File: config.mk
export PLATFORM = sky130hd
export DESIGN_NAME = tmi_controller
export DESIGN_NICKNAME = d
export VERILOG_FILES = /design/src/hw/rtl/tmi_pkg.sv /design/src/hw/rtl/tmi_controller.sv
export SDC_FILE = /design/constraint.sdc
export NUM_CORES = 1
export LEC_CHECK = 0
export BUFFER_PORTS_ARGS = -buffer_cell sky130_fd_sc_hd__buf_2
export CORE_AREA = 5 5 42 44
export DETAILED_ROUTE_END_ITERATION = 10
export DIE_AREA = 0 0 47 49
export PLACE_DENSITY = 0.57
export SYNTH_ARGS = -nofsm -noshare
export SYNTH_HDL_FRONTEND = slang
export SYNTH_SLANG_ARGS = --single-unit
File: constraint.sdc
create_clock -name clock -period 2 [get_ports clock]
set_input_delay 0.4 -clock clock [delete_from_list [all_inputs] [get_ports clock]]
set_output_delay 0.4 -clock clock [all_outputs]
set_load 0.005 [all_outputs]
File: src/hw/rtl/tmi_pkg.sv
// Package: constants, codes, state and control types of the tape machine interpreter
`default_nettype none
package tmi_pkg;

   localparam int PROG_DEPTH = 1024;
   localparam int TAPE_DEPTH = 1024;
   localparam int CELL_WIDTH = 32;

   localparam int PROG_AW = $clog2(PROG_DEPTH);
   localparam int PTR_W   = $clog2(TAPE_DEPTH);

   localparam int OP_W   = 2;
   localparam int ADDR_W = 10;
   localparam int BYTE_W = 8;
   localparam int LEN_W  = 11;
   localparam int VAL_W  = 32;
   localparam int STAT_W = 2;

   localparam logic [BYTE_W-1:0] SYM_INC   = 8'h2B;
   localparam logic [BYTE_W-1:0] SYM_DEC   = 8'h2D;
   localparam logic [BYTE_W-1:0] SYM_RIGHT = 8'h3E;
   localparam logic [BYTE_W-1:0] SYM_LEFT  = 8'h3C;
   localparam logic [BYTE_W-1:0] SYM_INT   = 8'h3A;
   localparam logic [BYTE_W-1:0] SYM_CHR   = 8'h2E;
   localparam logic [BYTE_W-1:0] SYM_OPEN  = 8'h7B;
   localparam logic [BYTE_W-1:0] SYM_CLOSE = 8'h7D;

   typedef enum logic [OP_W-1:0] {
      OP_WRITE   = 2'd0,
      OP_RESTART = 2'd1,
      OP_STEP    = 2'd2,
      OP_NONE    = 2'd3
   } op_type;

   typedef enum logic [STAT_W-1:0] {
      RUN_ACTIVE   = 2'd0,
      RUN_FINISHED = 2'd1,
      RUN_ERROR    = 2'd2
   } run_type;

   typedef enum logic [2:0] {
      ST_CLEAR,
      ST_IDLE,
      ST_EXEC,
      ST_SCAN,
      ST_SCAN_CHK,
      ST_HOLD
   } state_type;

   typedef struct packed {
      logic clear_en;
      logic accept;
      logic execute;
      logic scan_step;
      logic scan_check;
      logic load_rsp;
   } cmd_type;

   typedef struct packed {
      logic clear_last;
      logic step_runs;
      logic scan_start;
      logic scan_end;
      logic scan_hit;
      logic rsp_free;
   } sts_type;

endpackage
`default_nettype wire

File: src/hw/rtl/tmi_controller.sv
// Controller: sequencing state machine of the tape machine interpreter
`default_nettype none
module tmi_controller (
   input  logic             clock,
   input  logic             reset,
   input  logic             req_valid,
   output logic             req_ready,
   input  tmi_pkg::sts_type sts,
   output tmi_pkg::cmd_type cmd
);

   tmi_pkg::state_type state_ff, state_in;

   always_ff @(posedge clock) begin
      if (reset) begin
         state_ff <= tmi_pkg::ST_CLEAR;
      end else begin
         state_ff <= state_in;
      end
   end

   always_comb begin
      state_in  = state_ff;
      cmd       = '0;
      req_ready = 1'b0;
      unique case (state_ff)
         tmi_pkg::ST_CLEAR: begin
            cmd.clear_en = 1'b1;
            if (sts.clear_last) begin
               state_in = tmi_pkg::ST_IDLE;
            end
         end
         tmi_pkg::ST_IDLE: begin
            req_ready = 1'b1;
            if (req_valid) begin
               cmd.accept = 1'b1;
               if (sts.step_runs) begin
                  state_in = tmi_pkg::ST_EXEC;
               end else if (sts.rsp_free) begin
                  cmd.load_rsp = 1'b1;
               end else begin
                  state_in = tmi_pkg::ST_HOLD;
               end
            end
         end
         tmi_pkg::ST_EXEC: begin
            cmd.execute = 1'b1;
            if (sts.scan_start) begin
               state_in = tmi_pkg::ST_SCAN;
            end else if (sts.rsp_free) begin
               cmd.load_rsp = 1'b1;
               state_in     = tmi_pkg::ST_IDLE;
            end else begin
               state_in = tmi_pkg::ST_HOLD;
            end
         end
         tmi_pkg::ST_SCAN: begin
            cmd.scan_step = 1'b1;
            if (!sts.scan_end) begin
               state_in = tmi_pkg::ST_SCAN_CHK;
            end else if (sts.rsp_free) begin
               cmd.load_rsp = 1'b1;
               state_in     = tmi_pkg::ST_IDLE;
            end else begin
               state_in = tmi_pkg::ST_HOLD;
            end
         end
         tmi_pkg::ST_SCAN_CHK: begin
            cmd.scan_check = 1'b1;
            if (!sts.scan_hit) begin
               state_in = tmi_pkg::ST_SCAN;
            end else if (sts.rsp_free) begin
               cmd.load_rsp = 1'b1;
               state_in     = tmi_pkg::ST_IDLE;
            end else begin
               state_in = tmi_pkg::ST_HOLD;
            end
         end
         tmi_pkg::ST_HOLD: begin
            if (sts.rsp_free) begin
               cmd.load_rsp = 1'b1;
               state_in     = tmi_pkg::ST_IDLE;
            end
         end
         default: begin
            state_in = tmi_pkg::ST_CLEAR;
         end
      endcase
   end

endmodule
`default_nettype wire

=== Yosys cells after proc, flatten, opt, wreduce, memory -nomap -nowiden ===
Cells that the tools add are included.

* Latch bits: 0
* ROM bits: 0
* Input bits: 9
* Output and inout bits: 7
* Bits in writable memories: 0
* Flip-flop bits (word level): 3
* Logic and storage cells: 36
* Memories: 0

* Shift operators: 0
* $mul: 0
* $lt $le $gt $ge: 0
* Muxes and demuxes: 24
* Add/sub/neg operators: 0
* Div/mod/pow operators: 0
* Bitwise logic cells: 0
* Reductions and logical operators: 2
* Equality and inequality tests: 9

{| class="wikitable"
|+ Operators with widths
! operator !! count
|-
| 3-bit two-way mux || 9
|-
| 3-bit case mux with 6 select lines || 1
|-
| 1-bit two-way mux || 13
|-
| 3-bit by 2-bit == test with 1-bit output, second input constant || 2
|-
| 3-bit == test, second input constant || 2
|-
| 2-bit inequality test, second input constant || 3
|-
| 1-bit case mux with 5 select lines || 1
|-
| 4-bit AND reduction || 1
|-
| 3-bit by 1-bit == test with 1-bit output, second input constant || 1
|-
| 3-bit zero test || 1
|-
| 3-bit inequality test, second input constant || 1
|}

=== Longest topological paths before layout ===
* Depth after elaboration: 4
* Depth in mapped cells: 4
* Gate-level depth less buffers: 3

=== Least setup slack after synthesis ===
Ideal clock, no wire load.

* Path type: register to output
* Start: reg state_ff[2]
* End: out cmd[0] (netlist name)
* Path buffers: 1
* Stages on the path, launching flop included: 5
* Required time: 1.600 ns
* Arrival time: 1.025 ns
* Setup slack: 0.575 ns
* Path through: dfxtp_1 -> buf_2 -> nor3b_1 -> nor2_1 -> a221oi_2

{| class="wikitable"
|+ RTL lines
! item !! line !! source
|-
| from (decl) || tmi_controller.sv:12 || <nowiki>tmi_pkg::state_type state_ff, state_in;</nowiki>
|-
| from (signal assigned) || tmi_controller.sv:16 || <nowiki>state_ff <= tmi_pkg::ST_CLEAR;</nowiki>
|-
| from (signal assigned) || tmi_controller.sv:18 || <nowiki>state_ff <= state_in;</nowiki>
|-
| to (decl) || tmi_controller.sv:9 || <nowiki>output tmi_pkg::cmd_type cmd</nowiki>
|}

==> run metrics <==
YS warnings 0; hold path depth 2; Routed Antenna Nets 0; ranking of synthesized cells by area dfxtp_1 18%, nand2b_1 7.4%, nor3b_1 6.6%; hold crit path type input pin to flip-flop; Clock Path Buffers 2; PortBufs 15; fraction of layout cells with a size suffix above 1 45.2%; clock skew 0.00454 ns; Critical Path Start Type flip-flop; RSZ-0062 raised after global routing false; Sum Neg Setup Slack 0 ns; vias in the first global route 353; Post-Syn Instances 44; DRT iter0 DRCs 3; CP required 1.60 ns; r2r worst-path depth 2; post-synth top area share 17.6%; fmax 528 MHz; worst slew pin tran 0.388 ns; H-tree depth 1; Synth top cells by count 4 x nand2b_1, 4 x nor2_1; placed cell areas 435 um2; Syn Nets 53; R2R setup slack 0.66 ns; final hold viol count 0; Biggest register state_ff; Final GP Congestion 0.771; outcome finished clean; synthesized cell area 340 um2; remaining global-route overflow 0; clock root buffer clkbuf_4; Fillers 163; Largest regs state_ff x3; worst skew pair latency 0.23 ns; worst-path fanout max 13; die area 2300 um2; asr flop ratio synth 0%; WL final 948 um; CTS tree yes; reg-to-reg startpoint state_ff[2]; Setup crit end kind output port; # IOs 16; CORE AREA 1400 um2; Seq/Total Area, Yosys 17.6%; Yosys cell types 27; worst setup path start state_ff[2]; largest net degree at the start of global routing 14; area occupied by multi-input gates 258 um2; Cell Pwr Density 595 nW/um2; ys flop type dfxtp_1; Final Cell Area 463 um2; Die W 47 um; # diodes 0; LEAKAGE 0.213 nW; Critical R2R Capture state_ff[1]; area grow syn2layout 36.0%; first-pass GRT wire length 1460 um; area leader, netlist dfxtp_1; Post-synth EDFFs 0; number of flip-flops in the largest register 3; Crit Path Category flip-flop to output port; Post-DP HPWL 678 um; fin crit share 94.8%; Slew Limit Headroom 74.1%; CTS hold repair buffers 0; CP endpoint cmd[0]; Inserted Clock Buffers 3; fin nets 72; initial antenna violation count 0; Vias 397; Max-cap violations 0; minimum clock period 1.90 ns; syn avg cell area 7.73 um2; Starting Density 24.3%; FF+latch count, synth 3; # setup viols final 0; Global Route Usage Sum 8.72%; Vias/cell 5.09; DR WL/cell 12.2 um; drt first pass iters 4; Worst VDD drop 206 uV; Sequential Area 61.3 um2; CTS clk-pin slew, worst paths 0.04 ns; CTS sink count 3; WP data arrival 1.50 ns; # rows 14; DRC 0; Slew Viols, Final 0; chip height 49 um
==> timing repair <==
action / 4_1_cts / 5_1_grt
buffers inserted: 0 / 0
setup endpoints to repair: 0 / 1
gates resized for setup: 0 / 1
==> per-stage QoR <==
step | hold slack (ns) | total power, mW | util (%) | setup slack, ns | std cells
final | 0.362 | 0.275 | 33.0 | 0.105 | 78
after global placement | 0.606 | 0.172 | 31.1 | 0.356 | 74
after detailed placement | 0.607 | 0.172 | 31.1 | 0.348 | 74
after floorplan | 0.469 | 0.137 | - | 0.575 | 44
after CTS | 0.364 | 0.280 | 32.9 | 0.0732 | 78
after global routing | 0.357 | 0.296 | 33.0 | 0.0273 | 78
==> logic make-up after synthesis <==
kind of cell | Yosys count | synth area share, %
flops | 3 | 17.6
simple gates | 21 | 37.5
buf+inv | 5 | 6.62
compound gates | 15 | 38.2
==> worst min-delay path by stage <==
stage	to	startpoint
after floorplan	state_ff[1]	reset
after global placement	state_ff[1]	reset
after detailed placement	state_ff[1]	reset
after CTS	state_ff[1]	reset
after global routing	state_ff[1]	reset
final	state_ff[1]	reset
==> critical path: stages, from the launching register on <==
cell	delay [ns]
dfxtp_1	0.54
and3b_2	0.26
nor2_1	0.06
a221oi_2	0.26
buf_2	0.15
==> layout make-up <==
type | count | area share (%)
Sequential cell | 3 | 13.2
Multi-Input combinational cell | 36 | 55.7
Clock buffer | 4 | 5.68
Inverter | 2 | 1.62
Tap cell | 16 | 4.32
Timing Repair Buffer | 17 | 19.5
==> metal layers <==
metal  global-route usage, %  share of wire [%]  vias to the layer above
li1                        -                  -                      204
met1                    10.9                 46                      175
met2                    12.4                 45                       16
met3                    1.48                6.9                        2
met4                    6.91                2.1                        0
met5                       0                  0                        -
==> placed cells by master (no fill, tap or decap) <==
cell | netlist | routed
a2111oi_2 | 1 | 1
a211oi_1 | 1 | 1
a21boi_0 | 1 | 1
a21o_1 | 1 | 1
a21oi_1 | 3 | 3
a221oi_2 | 1 | 1
a22o_1 | 1 | 1
a311oi_1 | 1 | 1
a311oi_2 | 1 | 1
a31o_2 | 1 | 1
and2_1 | 1 | 1
and3_1 | 2 | 2
and3b_2 | 1 | 1
buf_2 | 3 | 15
buf_4 | 0 | 2
clkbuf_1 | 0 | 1
clkbuf_4 | 0 | 3
dfxtp_1 | 3 | 2
dfxtp_2 | 0 | 1
inv_1 | 2 | 2
nand2_1 | 2 | 2
nand2b_1 | 4 | 4
nor2_1 | 4 | 4
nor2b_1 | 1 | 1
nor3_1 | 1 | 1
nor3b_1 | 3 | 3
o2111ai_1 | 1 | 1
o21ai_0 | 1 | 1
o31ai_1 | 1 | 1
or2_2 | 1 | 1
or3b_4 | 1 | 1
==> where the power goes <==
part | switching, mW | leakage, nW | internal [mW]
Sequential | 0.0124 | 0.0251 | 0.0654
Combinational | 0.0442 | 0.173 | 0.0500
Clock | 0.0289 | 0.0150 | 0.0746
Total | 0.0855 | 0.213 | 0.190
Note: power is estimated with default switching activity, not from simulation.
